### src/rgb_to_nv12_converter_macros.svh
// ----------------------------------------------------------------------------
// RGB to NV12 converter assertion macros
// Shared property forms for the converter checks; clocked on clk and
// disabled while rst is high.
// ----------------------------------------------------------------------------
`ifndef RGB_TO_NV12_CONVERTER_MACROS_SVH
`define RGB_TO_NV12_CONVERTER_MACROS_SVH

// Check that a condition holds in the same cycle as its trigger
`define RTNV_ASSERT_SAME(lbl, ante, cons) \
  lbl: assert property (@(posedge clk) disable iff (rst) (ante) |-> (cons)) \
    else $error("rgb_to_nv12_converter: same-cycle check failed");

// Check that a condition holds in the cycle after its trigger
`define RTNV_ASSERT_NEXT(lbl, ante, cons) \
  lbl: assert property (@(posedge clk) disable iff (rst) (ante) |=> (cons)) \
    else $error("rgb_to_nv12_converter: next-cycle check failed");

`endif

### src/rtnv_pkg.sv
// ----------------------------------------------------------------------------
// RGB to NV12 converter package
// Field widths, BT.601 coefficients, register map and shared types.
// ----------------------------------------------------------------------------
package rtnv_pkg;

  // Default frame limits
  localparam int DEF_MAX_WIDTH  = 4096;
  localparam int DEF_MAX_HEIGHT = 4096;

  // Field widths
  localparam int COLOR_W     = 8;
  localparam int LUMA_IDX_W  = 24;
  localparam int CHROMA_IDX_W = 25;
  localparam int CFG_W       = 13;
  localparam int APB_DATA_W  = 32;
  localparam int APB_ADDR_W  = 3;

  // Register map: index is the word address bit
  localparam logic REG_FRAME_WIDTH  = 1'b0;
  localparam logic REG_FRAME_HEIGHT = 1'b1;

  localparam logic [CFG_W-1:0] FRAME_WIDTH_RESET  = CFG_W'(1280);
  localparam logic [CFG_W-1:0] FRAME_HEIGHT_RESET = CFG_W'(640);

  // Luma coefficients (unsigned path)
  localparam logic [15:0] Y_COEF_R = 16'd66;
  localparam logic [15:0] Y_COEF_G = 16'd129;
  localparam logic [15:0] Y_COEF_B = 16'd25;
  localparam logic [15:0] Y_ROUND  = 16'd128;
  localparam logic [7:0]  Y_OFFSET = 8'd16;

  // Chroma coefficients (signed path)
  localparam logic signed [16:0] CB_COEF_R = -17'sd38;
  localparam logic signed [16:0] CB_COEF_G = -17'sd74;
  localparam logic signed [16:0] CB_COEF_B = 17'sd112;
  localparam logic signed [16:0] CR_COEF_R = 17'sd112;
  localparam logic signed [16:0] CR_COEF_G = -17'sd94;
  localparam logic signed [16:0] CR_COEF_B = -17'sd18;
  localparam logic signed [16:0] C_ROUND   = 17'sd128;
  localparam logic [7:0]         C_BIAS    = 8'h80;

  // Chroma offset advance per chroma word (Cb then Cr)
  localparam logic [CHROMA_IDX_W-1:0] CHROMA_STEP = CHROMA_IDX_W'(2);

  typedef struct packed {
    logic [COLOR_W-1:0] blue;
    logic [COLOR_W-1:0] green;
    logic [COLOR_W-1:0] red;
  } pixel_t;

  // Raster position of one pixel, as seen by the output word
  typedef struct packed {
    logic [LUMA_IDX_W-1:0]   luma_index;
    logic                    chroma_valid;
    logic [CHROMA_IDX_W-1:0] chroma_index;
    logic                    frame_end;
  } pos_t;

  // Arithmetic shift by 8, saturate to signed 8 bits, add the bias mod 256
  function automatic logic [7:0] chroma_byte(input logic signed [16:0] acc);
    logic signed [16:0] q;
    logic [7:0]         s;
    q = acc >>> 8;
    if (q > 17'sd127) begin
      s = 8'h7f;
    end else if (q < -17'sd128) begin
      s = 8'h80;
    end else begin
      s = q[7:0];
    end
    return s ^ C_BIAS;
  endfunction

endpackage

### src/rtnv_pixel_if.sv
// ----------------------------------------------------------------------------
// Pixel channel
// Valid/ready channel carrying one BGR pixel per word.
// ----------------------------------------------------------------------------
interface rtnv_pixel_if import rtnv_pkg::*; ();
  logic               valid;
  logic               ready;
  logic [COLOR_W-1:0] blue;
  logic [COLOR_W-1:0] green;
  logic [COLOR_W-1:0] red;

  modport source (output valid, blue, green, red, input ready);
  modport sink   (input valid, blue, green, red, output ready);
endinterface

### src/rtnv_result_if.sv
// ----------------------------------------------------------------------------
// Result channel
// Valid/ready channel carrying the luma, chroma and buffer offsets of a pixel.
// ----------------------------------------------------------------------------
interface rtnv_result_if import rtnv_pkg::*; ();
  logic                    valid;
  logic                    ready;
  logic [COLOR_W-1:0]      luma;
  logic [LUMA_IDX_W-1:0]   luma_index;
  logic                    chroma_valid;
  logic [COLOR_W-1:0]      blue_difference;
  logic [COLOR_W-1:0]      red_difference;
  logic [CHROMA_IDX_W-1:0] chroma_index;
  logic                    frame_end;

  modport source (output valid, luma, luma_index, chroma_valid, blue_difference,
                  red_difference, chroma_index, frame_end, input ready);
  modport sink   (input valid, luma, luma_index, chroma_valid, blue_difference,
                  red_difference, chroma_index, frame_end, output ready);
endinterface

### src/rtnv_config_regs.sv
// ----------------------------------------------------------------------------
// Frame size registers
// APB write/read of frame width and height; gives the clamped sizes.
// ----------------------------------------------------------------------------
module rtnv_config_regs import rtnv_pkg::*; #(
  parameter int MAX_WIDTH  = DEF_MAX_WIDTH,
  parameter int MAX_HEIGHT = DEF_MAX_HEIGHT,
  localparam int WW = $clog2(MAX_WIDTH + 1),
  localparam int HW = $clog2(MAX_HEIGHT + 1)
) (
  input  logic                  clk,
  input  logic                  rst,
  input  logic                  psel,
  input  logic                  penable,
  input  logic                  pwrite,
  input  logic [APB_ADDR_W-1:0] paddr,
  input  logic [APB_DATA_W-1:0] pwdata,
  output logic [APB_DATA_W-1:0] prdata,
  output logic                  pready,
  output logic [WW-1:0]         frame_width,
  output logic [HW-1:0]         frame_height
);

  localparam int CLW = CFG_W + 1;

  logic [CFG_W-1:0] width_reg;
  logic [CFG_W-1:0] height_reg;
  logic             reg_index;
  logic             wr_en;
  logic [CLW-1:0]   width_ext;
  logic [CLW-1:0]   height_ext;
  logic [CLW-1:0]   width_clamp;
  logic [CLW-1:0]   height_clamp;

  assign pready    = 1'b1;
  assign reg_index = paddr[2];
  assign wr_en     = psel && penable && pwrite && pready;

  // Write the addressed register
  always_ff @(posedge clk) begin
    if (rst) begin
      width_reg  <= FRAME_WIDTH_RESET;
      height_reg <= FRAME_HEIGHT_RESET;
    end else if (wr_en) begin
      case (reg_index)
        REG_FRAME_WIDTH:  width_reg  <= pwdata[CFG_W-1:0];
        REG_FRAME_HEIGHT: height_reg <= pwdata[CFG_W-1:0];
        default: ;
      endcase
    end
  end

  // Return the raw register value
  always_comb begin
    case (reg_index)
      REG_FRAME_WIDTH:  prdata = APB_DATA_W'(width_reg);
      REG_FRAME_HEIGHT: prdata = APB_DATA_W'(height_reg);
      default:          prdata = '0;
    endcase
  end

  // Clamp the sizes to one through the configured maximum
  assign width_ext  = {1'b0, width_reg};
  assign height_ext = {1'b0, height_reg};

  always_comb begin
    if (width_reg == '0) begin
      width_clamp = CLW'(1);
    end else if (width_ext > CLW'(MAX_WIDTH)) begin
      width_clamp = CLW'(MAX_WIDTH);
    end else begin
      width_clamp = width_ext;
    end
    if (height_reg == '0) begin
      height_clamp = CLW'(1);
    end else if (height_ext > CLW'(MAX_HEIGHT)) begin
      height_clamp = CLW'(MAX_HEIGHT);
    end else begin
      height_clamp = height_ext;
    end
  end

  assign frame_width  = WW'(width_clamp);
  assign frame_height = HW'(height_clamp);

endmodule

### src/rtnv_raster_counter.sv
// ----------------------------------------------------------------------------
// Raster position counter
// Tracks column and row of the next pixel and the NV12 luma and chroma
// offsets; advances once per accepted pixel word.
// ----------------------------------------------------------------------------
module rtnv_raster_counter import rtnv_pkg::*; #(
  parameter int MAX_WIDTH  = DEF_MAX_WIDTH,
  parameter int MAX_HEIGHT = DEF_MAX_HEIGHT,
  localparam int WW = $clog2(MAX_WIDTH + 1),
  localparam int HW = $clog2(MAX_HEIGHT + 1)
) (
  input  logic          clk,
  input  logic          rst,
  input  logic          advance,
  input  logic [WW-1:0] frame_width,
  input  logic [HW-1:0] frame_height,
  output pos_t          pos
);

  localparam int CW  = $clog2(MAX_WIDTH);
  localparam int RW  = $clog2(MAX_HEIGHT);
  localparam int CW1 = CW + 1;
  localparam int RW1 = RW + 1;

  logic [CW-1:0]           column_count;
  logic [RW-1:0]           row_count;
  logic [LUMA_IDX_W-1:0]   luma_offset;
  logic [CHROMA_IDX_W-1:0] chroma_offset;

  logic                    frame_start;
  logic [WW+HW-1:0]        area_full;
  logic [CHROMA_IDX_W-1:0] chroma_base;
  logic                    chroma_valid;
  logic                    row_end;
  logic                    frame_end;

  // Reload the chroma base with the frame size at the first pixel
  assign frame_start  = (column_count == '0) && (row_count == '0);
  assign area_full    = frame_width * frame_height;
  assign chroma_base  = frame_start ? CHROMA_IDX_W'(area_full) : chroma_offset;

  // Chroma on even rows at even columns
  assign chroma_valid = !row_count[0] && !column_count[0];

  // Row and frame ends against the current limits
  assign row_end   = (CW1'(column_count) + CW1'(1)) >= CW1'(frame_width);
  assign frame_end = row_end && ((RW1'(row_count) + RW1'(1)) >= RW1'(frame_height));

  always_comb begin
    pos.luma_index   = luma_offset;
    pos.chroma_valid = chroma_valid;
    pos.chroma_index = chroma_valid ? chroma_base : '0;
    pos.frame_end    = frame_end;
  end

  // Advance the raster position
  always_ff @(posedge clk) begin
    if (rst) begin
      column_count  <= '0;
      row_count     <= '0;
      luma_offset   <= '0;
      chroma_offset <= '0;
    end else if (advance) begin
      chroma_offset <= chroma_valid ? chroma_base + CHROMA_STEP : chroma_base;
      if (frame_end) begin
        column_count <= '0;
        row_count    <= '0;
        luma_offset  <= '0;
      end else if (row_end) begin
        column_count <= '0;
        row_count    <= row_count + RW'(1);
        luma_offset  <= luma_offset + LUMA_IDX_W'(1);
      end else begin
        column_count <= column_count + CW'(1);
        luma_offset  <= luma_offset + LUMA_IDX_W'(1);
      end
    end
  end

endmodule

### src/rtnv_color_matrix.sv
// ----------------------------------------------------------------------------
// BT.601 color matrix
// Constant-coefficient conversion of one pixel to Y, Cb and Cr bytes.
// ----------------------------------------------------------------------------
module rtnv_color_matrix import rtnv_pkg::*; (
  input  pixel_t             pixel,
  output logic [COLOR_W-1:0] luma,
  output logic [COLOR_W-1:0] blue_difference,
  output logic [COLOR_W-1:0] red_difference
);

  logic [15:0]        y_acc;
  logic signed [16:0] red_s;
  logic signed [16:0] green_s;
  logic signed [16:0] blue_s;
  logic signed [16:0] cb_acc;
  logic signed [16:0] cr_acc;

  // Luma: weighted sum, round, shift, offset
  assign y_acc = Y_COEF_R * 16'(pixel.red) + Y_COEF_G * 16'(pixel.green)
               + Y_COEF_B * 16'(pixel.blue) + Y_ROUND;
  assign luma  = y_acc[15:8] + Y_OFFSET;

  // Chroma: signed weighted sums
  assign red_s   = signed'({9'd0, pixel.red});
  assign green_s = signed'({9'd0, pixel.green});
  assign blue_s  = signed'({9'd0, pixel.blue});

  assign cb_acc = CB_COEF_R * red_s + CB_COEF_G * green_s + CB_COEF_B * blue_s + C_ROUND;
  assign cr_acc = CR_COEF_R * red_s + CR_COEF_G * green_s + CR_COEF_B * blue_s + C_ROUND;

  assign blue_difference = chroma_byte(cb_acc);
  assign red_difference  = chroma_byte(cr_acc);

endmodule

### src/rgb_to_nv12_converter.sv
// ----------------------------------------------------------------------------
// RGB to NV12 converter
// BT.601 BGR pixel stream to NV12 luma and interleaved chroma bytes, with
// the buffer offset of each byte and an end-of-frame mark.
// ----------------------------------------------------------------------------
//  channel | dir | word contents
//  --------+-----+-----------------------------------------------------------
//  pixel   | in  | blue, green, red
//  result  | out | luma, luma_index, chroma_valid, blue_difference,
//          |     | red_difference, chroma_index, frame_end
//  apb     | cfg | frame_width at 0x0, frame_height at 0x4
//
//  One pixel per clock while the result channel keeps taking words; a result
//  is offered once its pixel has passed the input register and the result
//  register around the color matrix. Reset leaves 1280x640 and starts a new
//  frame; no clearing pass. A stalled result holds both stages; the input
//  takes a word whenever the input register is empty or moves on.
// ----------------------------------------------------------------------------
`include "rgb_to_nv12_converter_macros.svh"

module rgb_to_nv12_converter import rtnv_pkg::*; #(
  parameter int MAX_WIDTH  = DEF_MAX_WIDTH,
  parameter int MAX_HEIGHT = DEF_MAX_HEIGHT
) (
  input  logic                  clk,
  input  logic                  rst,
  rtnv_pixel_if.sink            pixel,
  rtnv_result_if.source         result,
  input  logic                  psel,
  input  logic                  penable,
  input  logic                  pwrite,
  input  logic [APB_ADDR_W-1:0] paddr,
  input  logic [APB_DATA_W-1:0] pwdata,
  output logic [APB_DATA_W-1:0] prdata,
  output logic                  pready
);

  localparam int WW = $clog2(MAX_WIDTH + 1);
  localparam int HW = $clog2(MAX_HEIGHT + 1);

  logic [WW-1:0] frame_width;
  logic [HW-1:0] frame_height;

  logic   in_take;
  logic   out_take;
  logic   accept;
  pos_t   cur_pos;

  // Input register
  logic   s1_valid;
  pixel_t s1_pixel;
  pos_t   s1_pos;

  // Color matrix outputs
  logic [COLOR_W-1:0] mat_luma;
  logic [COLOR_W-1:0] mat_cb;
  logic [COLOR_W-1:0] mat_cr;

  // Result register
  logic                    s2_valid;
  logic [COLOR_W-1:0]      res_luma;
  logic [LUMA_IDX_W-1:0]   res_luma_index;
  logic                    res_chroma_valid;
  logic [COLOR_W-1:0]      res_cb;
  logic [COLOR_W-1:0]      res_cr;
  logic [CHROMA_IDX_W-1:0] res_chroma_index;
  logic                    res_frame_end;

  // Terms used by the checks
  logic res_chroma_zero;
  logic pos_at_origin;

  rtnv_config_regs #(
    .MAX_WIDTH  (MAX_WIDTH),
    .MAX_HEIGHT (MAX_HEIGHT)
  ) u_config (
    .clk          (clk),
    .rst          (rst),
    .psel         (psel),
    .penable      (penable),
    .pwrite       (pwrite),
    .paddr        (paddr),
    .pwdata       (pwdata),
    .prdata       (prdata),
    .pready       (pready),
    .frame_width  (frame_width),
    .frame_height (frame_height)
  );

  // Stage flow: drain the result register, then refill the input register
  assign out_take    = !s2_valid || result.ready;
  assign in_take     = !s1_valid || out_take;
  assign pixel.ready = in_take;
  assign accept      = pixel.valid && in_take;

  rtnv_raster_counter #(
    .MAX_WIDTH  (MAX_WIDTH),
    .MAX_HEIGHT (MAX_HEIGHT)
  ) u_counter (
    .clk          (clk),
    .rst          (rst),
    .advance      (accept),
    .frame_width  (frame_width),
    .frame_height (frame_height),
    .pos          (cur_pos)
  );

  // Capture the pixel and its raster position
  always_ff @(posedge clk) begin
    if (rst) begin
      s1_valid <= 1'b0;
    end else if (in_take) begin
      s1_valid <= pixel.valid;
    end
  end

  always_ff @(posedge clk) begin
    if (accept) begin
      s1_pixel.blue  <= pixel.blue;
      s1_pixel.green <= pixel.green;
      s1_pixel.red   <= pixel.red;
      s1_pos         <= cur_pos;
    end
  end

  rtnv_color_matrix u_matrix (
    .pixel           (s1_pixel),
    .luma            (mat_luma),
    .blue_difference (mat_cb),
    .red_difference  (mat_cr)
  );

  // Load the result register; drop chroma on pixels that carry none
  always_ff @(posedge clk) begin
    if (rst) begin
      s2_valid <= 1'b0;
    end else if (out_take) begin
      s2_valid <= s1_valid;
    end
  end

  always_ff @(posedge clk) begin
    if (out_take && s1_valid) begin
      res_luma         <= mat_luma;
      res_luma_index   <= s1_pos.luma_index;
      res_chroma_valid <= s1_pos.chroma_valid;
      res_cb           <= s1_pos.chroma_valid ? mat_cb : '0;
      res_cr           <= s1_pos.chroma_valid ? mat_cr : '0;
      res_chroma_index <= s1_pos.chroma_index;
      res_frame_end    <= s1_pos.frame_end;
    end
  end

  assign result.valid           = s2_valid;
  assign result.luma            = res_luma;
  assign result.luma_index      = res_luma_index;
  assign result.chroma_valid    = res_chroma_valid;
  assign result.blue_difference = res_cb;
  assign result.red_difference  = res_cr;
  assign result.chroma_index    = res_chroma_index;
  assign result.frame_end       = res_frame_end;

  assign res_chroma_zero = (res_cb == '0) && (res_cr == '0) && (res_chroma_index == '0);
  assign pos_at_origin   = (cur_pos.luma_index == '0) && cur_pos.chroma_valid;

  // Luma stays in the studio range
  `RTNV_ASSERT_SAME(a_luma_range, s2_valid, (res_luma >= 8'd16) && (res_luma <= 8'd235))

  // A word without chroma carries zero chroma fields
  `RTNV_ASSERT_SAME(a_chroma_zero, s2_valid && !res_chroma_valid, res_chroma_zero)

  // The pixel after a frame end starts the next frame at the origin
  `RTNV_ASSERT_NEXT(a_frame_restart, accept && cur_pos.frame_end, pos_at_origin)

endmodule

### src/flat_wrapper.sv
// flat-port wrapper written by rule: the top's interface ports become plain ports
module rgb_to_nv12_converter_flat import rtnv_pkg::*;
#(
  parameter int MAX_WIDTH  = DEF_MAX_WIDTH,
  parameter int MAX_HEIGHT = DEF_MAX_HEIGHT
)
  (clk, rst, psel, penable, pwrite, paddr, pwdata, prdata, pready, pixel_valid, pixel_blue, pixel_green, pixel_red, pixel_ready, result_valid, result_luma, result_luma_index, result_chroma_valid, result_blue_difference, result_red_difference, result_chroma_index, result_frame_end, result_ready);
  rtnv_pixel_if pixel_i ();
  rtnv_result_if result_i ();
  input  logic clk;
  input  logic rst;
  input  logic psel;
  input  logic penable;
  input  logic pwrite;
  input  logic [APB_ADDR_W-1:0] paddr;
  input  logic [APB_DATA_W-1:0] pwdata;
  output logic [APB_DATA_W-1:0] prdata;
  output logic pready;
  input wire logic [$bits(pixel_i.valid)-1:0] pixel_valid;
  input wire logic [$bits(pixel_i.blue)-1:0] pixel_blue;
  input wire logic [$bits(pixel_i.green)-1:0] pixel_green;
  input wire logic [$bits(pixel_i.red)-1:0] pixel_red;
  output wire logic [$bits(pixel_i.ready)-1:0] pixel_ready;
  output wire logic [$bits(result_i.valid)-1:0] result_valid;
  output wire logic [$bits(result_i.luma)-1:0] result_luma;
  output wire logic [$bits(result_i.luma_index)-1:0] result_luma_index;
  output wire logic [$bits(result_i.chroma_valid)-1:0] result_chroma_valid;
  output wire logic [$bits(result_i.blue_difference)-1:0] result_blue_difference;
  output wire logic [$bits(result_i.red_difference)-1:0] result_red_difference;
  output wire logic [$bits(result_i.chroma_index)-1:0] result_chroma_index;
  output wire logic [$bits(result_i.frame_end)-1:0] result_frame_end;
  input wire logic [$bits(result_i.ready)-1:0] result_ready;
  assign pixel_i.valid = pixel_valid;
  assign pixel_i.blue = pixel_blue;
  assign pixel_i.green = pixel_green;
  assign pixel_i.red = pixel_red;
  assign pixel_ready = pixel_i.ready;
  assign result_valid = result_i.valid;
  assign result_luma = result_i.luma;
  assign result_luma_index = result_i.luma_index;
  assign result_chroma_valid = result_i.chroma_valid;
  assign result_blue_difference = result_i.blue_difference;
  assign result_red_difference = result_i.red_difference;
  assign result_chroma_index = result_i.chroma_index;
  assign result_frame_end = result_i.frame_end;
  assign result_i.ready = result_ready;
  rgb_to_nv12_converter #(.MAX_WIDTH(MAX_WIDTH), .MAX_HEIGHT(MAX_HEIGHT)) u_core (.clk(clk), .rst(rst), .pixel(pixel_i), .result(result_i), .psel(psel), .penable(penable), .pwrite(pwrite), .paddr(paddr), .pwdata(pwdata), .prdata(prdata), .pready(pready));
endmodule
### config.mk
export PLATFORM = sky130hd
export DESIGN_NAME = rgb_to_nv12_converter_flat
export DESIGN_NICKNAME = d
export VERILOG_FILES = /design/src/rtnv_pkg.sv /design/src/rtnv_pixel_if.sv /design/src/rtnv_result_if.sv /design/src/rtnv_config_regs.sv /design/src/rtnv_raster_counter.sv /design/src/rtnv_color_matrix.sv /design/src/rgb_to_nv12_converter.sv /design/src/flat_wrapper.sv
export VERILOG_INCLUDE_DIRS = /design/src /design/src/src
export SDC_FILE = /design/constraint.sdc
export NUM_CORES = 1
export LEC_CHECK = 0
export BUFFER_PORTS_ARGS = -buffer_cell sky130_fd_sc_hd__buf_2
export CAP_MARGIN = 0
export CORE_ASPECT_RATIO = 1.1
export CORE_UTILIZATION = 44
export DETAILED_ROUTE_END_ITERATION = 6
export GPL_TIMING_DRIVEN = 0
export PLACE_DENSITY = 0.62
export SYNTH_ARGS = -nofsm -noshare
export SYNTH_HDL_FRONTEND = slang
export SYNTH_SLANG_ARGS = --single-unit
export TNS_END_PERCENT = 20
### constraint.sdc
create_clock -name clk -period 20.2 [get_ports clk]
set_input_delay 3.03 -clock clk [delete_from_list [all_inputs] [get_ports clk]]
set_output_delay 3.03 -clock clk [all_outputs]
set_load 0.005 [all_outputs]
==> metrics.md, run 1 <==
| Metric | Value |
|---|---|
| Status | completed |
| Crit. End Element | flop |
| Synth Register Bits | 251 |
| PostCTS Resize Cnt | 0 |
| Avg Inst Size Synth | 9.55 µm² |
| Most frequent cells after synthesis | inv_1, ha_1, nand2_1, fa_1, nor2_1 |
| Die area | between 50,000 and 60,000 µm² |
| Die height | about 250 µm |
| Die Width | between 200 and 250 µm |
| Vias | between 15,000 and 20,000 |
| Layout cell share with drive strength beyond 1 | 8.97% |
| Worst min path class | reg -> reg |
| DP HPWL | between 50 and 60 mm |
| Layout net count | 3,520 |
| Final Hold Violating Endpoints | 0 |
| RePlAce Congestion | 0.883 |
| Async set-reset flop share out of synthesis | 0% |
| Register area | about 6500 µm² |
| Total congestion overflow | 0 |
| Maximum number of pins on one net before global-route repair | 39 |
| Fin Setup TNS | 0 ps |
| FILL cells | about 5,300 |
| WP data arrival | between 8000 and 9000 ps |
| Ant. Diodes | 0 |
| Row count | just over 90 |
| Power Density | about 120 nW/µm² |
| Worst Skew | ~37 ps |
| Biggest register | u_core.s1_pos |
| Synth warnings | 0 |
| Most numerous cell in the Yosys netlist | inv_1 |
| Hold Buf Count CTS | 0 |
| Post-CTS setup buffers | 0 |
| Clk_lat worst skew | about 620 ps |
| Vias in the first global route | roughly 20,000 |
| P_leak | 0.0132 µW |
| Synth Instances | 2,656 |
| Final period util | between 40% and 50% |
| Number of synthesized flops with an enable pin | 150 |
| Most area-hungry cell type in the Yosys netlist | ha_1 |
| Synth area leaders | ha_1, fa_1, edfxtp_1 |
| Critical Path Most Common Cell | fa_1 |
| Final wirelength | 66.6 mm |
| Total CTS buffers | 30 |
| Kind of critical path | reg -> reg |
| Setup violators final | 0 |
| Initial Utilization | approximately 45% |
| Setup repair after global routing missed its margin | no |
| Slowest CP cell | or4b_4 |
| Initial antenna violation count | 0 |
| Worst-Margin Slew | 1210 ps |
| Worst path max stage delay | 610 ps |
| Fin worst setup slack | approximately 12,000 ps |
| Yosys top cell area share | around a fifth |
| TritonCTS clock tree | built |
| Core area | 56,500 µm² |
| Tot GR Track Use | a little under a quarter |
| CP Launch Type | flop |
| Final instance area | 28,100 µm² |
| Max VDD drop | approximately 0.11 mV |
| Post-synthesis sequential area ratio | 25.7% |
| FMAX | about 0.12 GHz |
| CP max FO | 10 |
| Boundary pin count | 176 |
| 1st-iter DRT viols | ~950 |
| H-tree depth | 1 |
| Relative slew slack | around 19% |
| Netlist cell types | 86 |
| Commonest register cell after synthesis | edfxtp_1 |
| Drt wl/cell | 18.4 µm |
| Max-slew violation count | 0 |
| Fin crit period | between 8000 and 9000 ps |
| WP data required | roughly 21,000 ps |
| Clk buf depth | 3 |
| Clk Tree Root Cell | clkbuf_16 |
| # DRC | 0 |
| Num Clock Sinks | 251 |
| Routed Antenna Nets | 0 |
| Number of flip-flops in the largest register | 51 |
| Area Overhead vs Synth | 10.8% |
| Area after DPL | 27,100 µm² |
| Cell Area, Synth | ~25,000 µm² |
| Number of buffers added on ports | between 100 and 150 |
| First-pass iteration count of the detailed router | 5 |
| Multi-input logic area | 16,900 µm² |
| First-pass GRT wire length | between 100 and 150 mm |
| DP Worst Slack | 11,830 ps |
| Max-cap violation count | 0 |
| DR vias/cell | around 5.3 |
| Clock transition at path regs | 60 ps |
-- placed cells by master, fill, tap and decap left out, types with 31 or more instances in the layout --
cell       synthesis  final
xor2_1            56     56
nand2_1          228    228
nand3_1           68     68
ha_1             386    386
nor2b_1           38     37
clkbuf_16          0     31
fa_1             226    226
buf_2              2    135
a21oi_1          144    144
nor2_1           213    213
nor3_1            38     38
inv_1            408    408
edfxtp_1         150    150
clkbuf_1          67     74
xnor2_1           95     95
o21ai_0           58     58
dfxtp_1          101    101
-- worst max-delay path, delay by kind of cell (launching register included) --
| family | cells | cell delay [ps] |
|---|---|---|
| flip-flops | 1 | 340 |
| XOR/XNOR | 1 | 250 |
| buffers and inverters | 8 | 2010 |
| AO/OA/AOI/OAI | 5 | 1250 |
| multiplexers | 1 | 200 |
| AND/OR/NAND/NOR | 4 | 1330 |
| adder cells (fa/ha/maj) | 6 | 2900 |
-- layout make-up --
cell class	instances	share of cell area, %
sequential	251	23.2
clock buffer	41	3.00
inverter	419	5.60
buffer	96	1.64
clock inverter	15	0.508
tap	744	3.31
timing repair buffer	136	2.66
multi-input combinational	1908	60.0
-- report_power, final --
part | switching, µW | internal (µW)
sequential | 26.3 | 668
clock | 234 | 307
combinational | 1210 | 973
total | 1470 | 1950
-- worst paths after layout --
kind | from | end | slack, ps | cells after the start
max | u_core.u_config.width_reg[12] | u_core.u_counter.chroma_offset[23] | 11850 | 25
min | u_core.s1_pos[28] | u_core.result.luma_index[1] | 420 | 0
max reg2reg | u_core.u_config.width_reg[12] | u_core.u_counter.chroma_offset[23] | 11850 | 25
min reg2reg | u_core.s1_pos[28] | u_core.result.luma_index[1] | 420 | 0
-- layer usage --
layer  up-vias  track usage (%)  share of wire [%]
met5         -                0                  0
met4         0             10.7                4.6
met3       149             2.28                3.3
met2       444             43.3                 52
met1      9378             26.0                 40
li1       9251                -                  -
-- kinds of logic (layout without fill, tap and decap cells) --
| group | after synthesis | in the layout | synth area share, % |
|---|---|---|---|
| buf+inv | 515 | 707 | 8.02 |
| compound gates | 379 | 379 | 9.53 |
| other cells | 2 | 20 | 0.0296 |
| flops | 251 | 251 | 25.7 |
| simple gates | 724 | 724 | 13.5 |
| mux | 20 | 20 | 0.849 |
| xor+xnor | 153 | 153 | 5.40 |
| fa+ha+maj | 612 | 612 | 36.9 |
-- through the flow --
stage	total power (µW)	utilization, %	cells	hold slack, ps
2_1_floorplan	2330	-	2674	400
3_3_place_gp	2830	47.8	3550	401
3_5_place_dp	2900	48.0	3554	406
4_1_cts	3460	49.7	3610	419
5_1_grt	3740	49.7	3610	424
6_report	3410	49.7	3610	418
Note: power is estimated with default switching activity, not from simulation.
==> run 2, diff against run 1 <==
--- a/config.mk
+++ b/config.mk
@@ -12,7 +12,7 @@
 export CORE_UTILIZATION = 44
 export DETAILED_ROUTE_END_ITERATION = 6
 export GPL_TIMING_DRIVEN = 0
-export PLACE_DENSITY = 0.62
+export PLACE_DENSITY = 0.65
 export SYNTH_ARGS = -nofsm -noshare
 export SYNTH_HDL_FRONTEND = slang
 export SYNTH_SLANG_ARGS = --single-unit
==> constraint.sdc (replaced) <==
create_clock -name clk -period 7 [get_ports clk]
set_input_delay 1.05 -clock clk [delete_from_list [all_inputs] [get_ports clk]]
set_output_delay 1.05 -clock clk [all_outputs]
set_load 0.005 [all_outputs]
==> run 2 against run 1 <==
Critical path depth fell by 2; sequential share of layout area fell by 0.82 points; routed wire length rose by 1.5%.
==> metrics.md, run 2 (same netlist as run 1, synthesis figures left out) <==
| Metric | Value |
|---|---|
| DP Cell Count | 3,554 (unchanged) |
| Power Density | 357 nW/µm² (+190%) |
| Area Overhead vs Synth | 14.9% |
| WP data arrival | 7310 ps (-1570 ps) |
| Critical Path Most Common Cell | fa_1 |
| Fin worst setup slack | 202 ps (-11,650 ps) |
| Slowest CP cell | or4b_4 |
| Die Width | 231 µm (unchanged) |
| Layout cell share with drive strength beyond 1 | 14.4% (+5.5 points) |
| Row count | 91 (unchanged) |
| RR Startpoint | u_core.u_config.width_reg[4] |
| 1st-iter DRT viols | 1,107 (+16%) |
| Fin crit period | 6800 ps (-1550 ps) |
| Commonest non-fill, non-tap cell in the layout | inv_1 |
| Cells on worst reg2reg path | 23 (-8.0%) |
| TritonCTS clock tree | built |
| Final period util | 97.1% (+56 points) |
| Number of buffers added on ports | 132 (unchanged) |
| Ant. Diodes | 0 (unchanged) |
| R2R Path End | u_core.u_counter.chroma_offset[23] |
| Register area | 6530 µm² (about the same) |
| Post-Route Utilization | 51.6% (+1.9 points) |
| DR vias/cell | 5.35 (+0.41%) |
| Worst min path class | reg -> reg |
| CP max FO | 9 (-1) |
| H-tree depth | 1 (unchanged) |
| Final Hold Violating Endpoints | 0 (unchanged) |
| Total congestion overflow | 0 (unchanged) |
| WP data required | 7510 ps (-13,230 ps) |
| Hold Path Stages | 0 (unchanged) |
| Die height | 254 µm (unchanged) |
| First-pass GRT wire length | 107 mm (+0.73%) |
| P_leak | 0.0136 µW (+3.5%) |
| CP Launch Type | flop |
| Relative slew slack | 27.6% (+9.0 points) |
| Hold EP | u_core.result.chroma_index[14] |
| First-pass iteration count of the detailed router | 5 (unchanged) |
| Hold Crit Start | u_core.s1_pos[15] |
| Initial antenna violation count | 0 (unchanged) |
| Tot GR Track Use | 23.2% (+0.18 points) |
| Kind of critical path | reg -> reg |
| Maximum number of pins on one net before global-route repair | 39 (unchanged) |
| Max VDD drop | 0.360 mV (+220%) |
| Drt wl/cell | 18.4 µm (-0.11%) |
| Setup violators final | 0 (unchanged) |
| Cell Chain, Critical Path | nor4_4 -> a31oi_1 -> or2_4 -> inv_4 -> nand2_1 -> fa_1 -> fa_1 -> inv_1 -> fa_1 -> fa_1 -> inv_1 -> fa_1 -> inv_1 -> ha_2 -> a21o_1 -> a221o_1 -> a22oi_2 -> nand2_2 -> o31ai_4 -> nand2_4 -> or4b_4 -> or3_1 -> a31oi_1 |
| Number of flip-flops in the largest register | 51 (unchanged) |
| Clk Tree Root Cell | clkbuf_16 |
| Status | completed |
| Biggest register | u_core.s1_pos |
| Setup slack, reg-to-reg | 200 ps (-11,650 ps) |
| Total CTS buffers | 29 (-3.3%) |
| Hold Buf Count CTS | 0 (unchanged) |
| Worst path max stage delay | 580 ps (-30 ps) |
| Crit. End Element | flop |
| Die area | 58,600 µm² (unchanged) |
| Worst Skew | 13.8 ps (-22.9 ps) |
| Initial Utilization | 44.9% (unchanged) |
| Max-slew violation count | 0 (unchanged) |
| # DRC | 0 (unchanged) |
| Multi-input logic area | 17,300 µm² (+2.3%) |
| Final wirelength | 67.6 mm (+1.5%) |
| DP Worst Slack | -1060 ps (-12,880 ps) |
| Clock transition at path regs | 70 ps (about the same) |
| Boundary pin count | 176 (unchanged) |
| FMAX | 0.147 GHz (+23%) |
| Routed Antenna Nets | 0 (unchanged) |
| Layout net count | 3,580 (+1.7%) |
| DP HPWL | 53.9 mm (-1.1%) |
| Clk buf depth | 3 (unchanged) |
| Max-cap violation count | 0 (unchanged) |
| Vias in the first global route | 20,200 (-0.24%) |
| Final non-filler cell total | 3,668 (+1.6%) |
| Num Clock Sinks | 251 (unchanged) |
| Core area | 56,500 µm² (unchanged) |
| Worst-Margin Slew | 1070 ps (-139 ps) |
| Most frequent cells in the layout | inv_1, ha_1, nand2_1 |
| FILL cells | 5,161 (-2.2%) |
| Clk_lat worst skew | 590 ps (-30 ps) |
| RePlAce Congestion | 0.958 (+8.4%) |
| Vias | 19,600 (+2.0%) |
[run 2: cell count changes in the layout (fill, tap and decap cells not counted), moves of 5 or more]
cell and change:
nor2b_1 -5, clkbuf_1 -32, clkinv_1 -10, inv_1 -11, ha_1 -10, buf_4 +64, a21oi_2 +5, clkinvlp_4 +5
clkbuf_2 +10, ha_4 +8, a21oi_1 -5, clkbuf_4 +5, inv_4 +9
[run 2: area by class of cell]
| type | instances | share of cell area (%) |
|---|---|---|
| Buffer | 92 | 1.75 |
| Clock buffer | 32 | 2.56 |
| Clock inverter | 21 | 0.953 |
| Inverter | 419 | 5.56 |
| Multi-Input combinational cell | 1908 | 59.2 |
| Sequential cell | 251 | 22.4 |
| Tap cell | 744 | 3.19 |
| Timing Repair Buffer | 201 | 4.36 |
[run 2: worst max-delay path, delay by kind of cell (launching register included)]
kind            cells  cell delay, ps
fa+ha+maj           6            2950
buf+inv             4             220
flops               1             350
compound gates      6            1460
simple gates        7            1740
[run 2: report_power, final]
part | total, µW | internal [µW] | leakage, µW | switching, µW
registers | 1990 | 1930 | 0.00229 | 66.7
clock network | 1650 | 966 | 0.000495 | 683
logic | 6760 | 3180 | 0.0108 | 3580
[run 2: timing repair]
item                                    in CTS  in global routing
endpoints found under the hold margin        0                  0
cloned                                       0                  0
resized for setup                           66                 86
pin swaps                                    8                 24
setup buffers                               22                 43
endpoints found under the setup margin      37                 23
[run 2: how the worst max path moves through the flow]
stage	start	endpoint	slack (ps)	depth (start not counted)
final	u_core.u_config.width_reg[4]	u_core.u_counter.chroma_offset[23]	200	23
after global routing	u_core.u_config.height_reg[12]	u_core.u_counter.chroma_offset[23]	-30	24
after CTS	u_core.s1_pixel[10]	u_core.result.blue_difference[5]	-6	27
after detailed placement	u_core.u_config.width_reg[12]	u_core.u_counter.chroma_offset[23]	-1060	25
after global placement	u_core.u_config.width_reg[12]	u_core.u_counter.chroma_offset[23]	-1050	25
after floorplan	u_core.u_config.width_reg[12]	u_core.u_counter.chroma_offset[23]	170	25
[run 2: per-stage QoR]
step / instance area [µm²] / total power, µW / hold WS, ps / setup TNS (ps)
CTS: 28500 / 10000 / 408 / -5.77
global route: 29100 / 11300 / 413 / -26.3
global placement: 27000 / 7900 / 403 / -12850
floorplan: 25400 / 6710 / 400 / 0
finish: 29100 / 10400 / 408 / 0
detailed placement: 27100 / 8160 / 405 / -14520
[run 2: routing by layer]
metal  global-route usage (%)  wire [µm]  up-vias
met5                        0          0        -
met4                     12.2       4140        0
met3                     2.39       2530      175
met2                     43.0      34400      494
met1                     26.2      26500     9571
li1                         -          -     9371
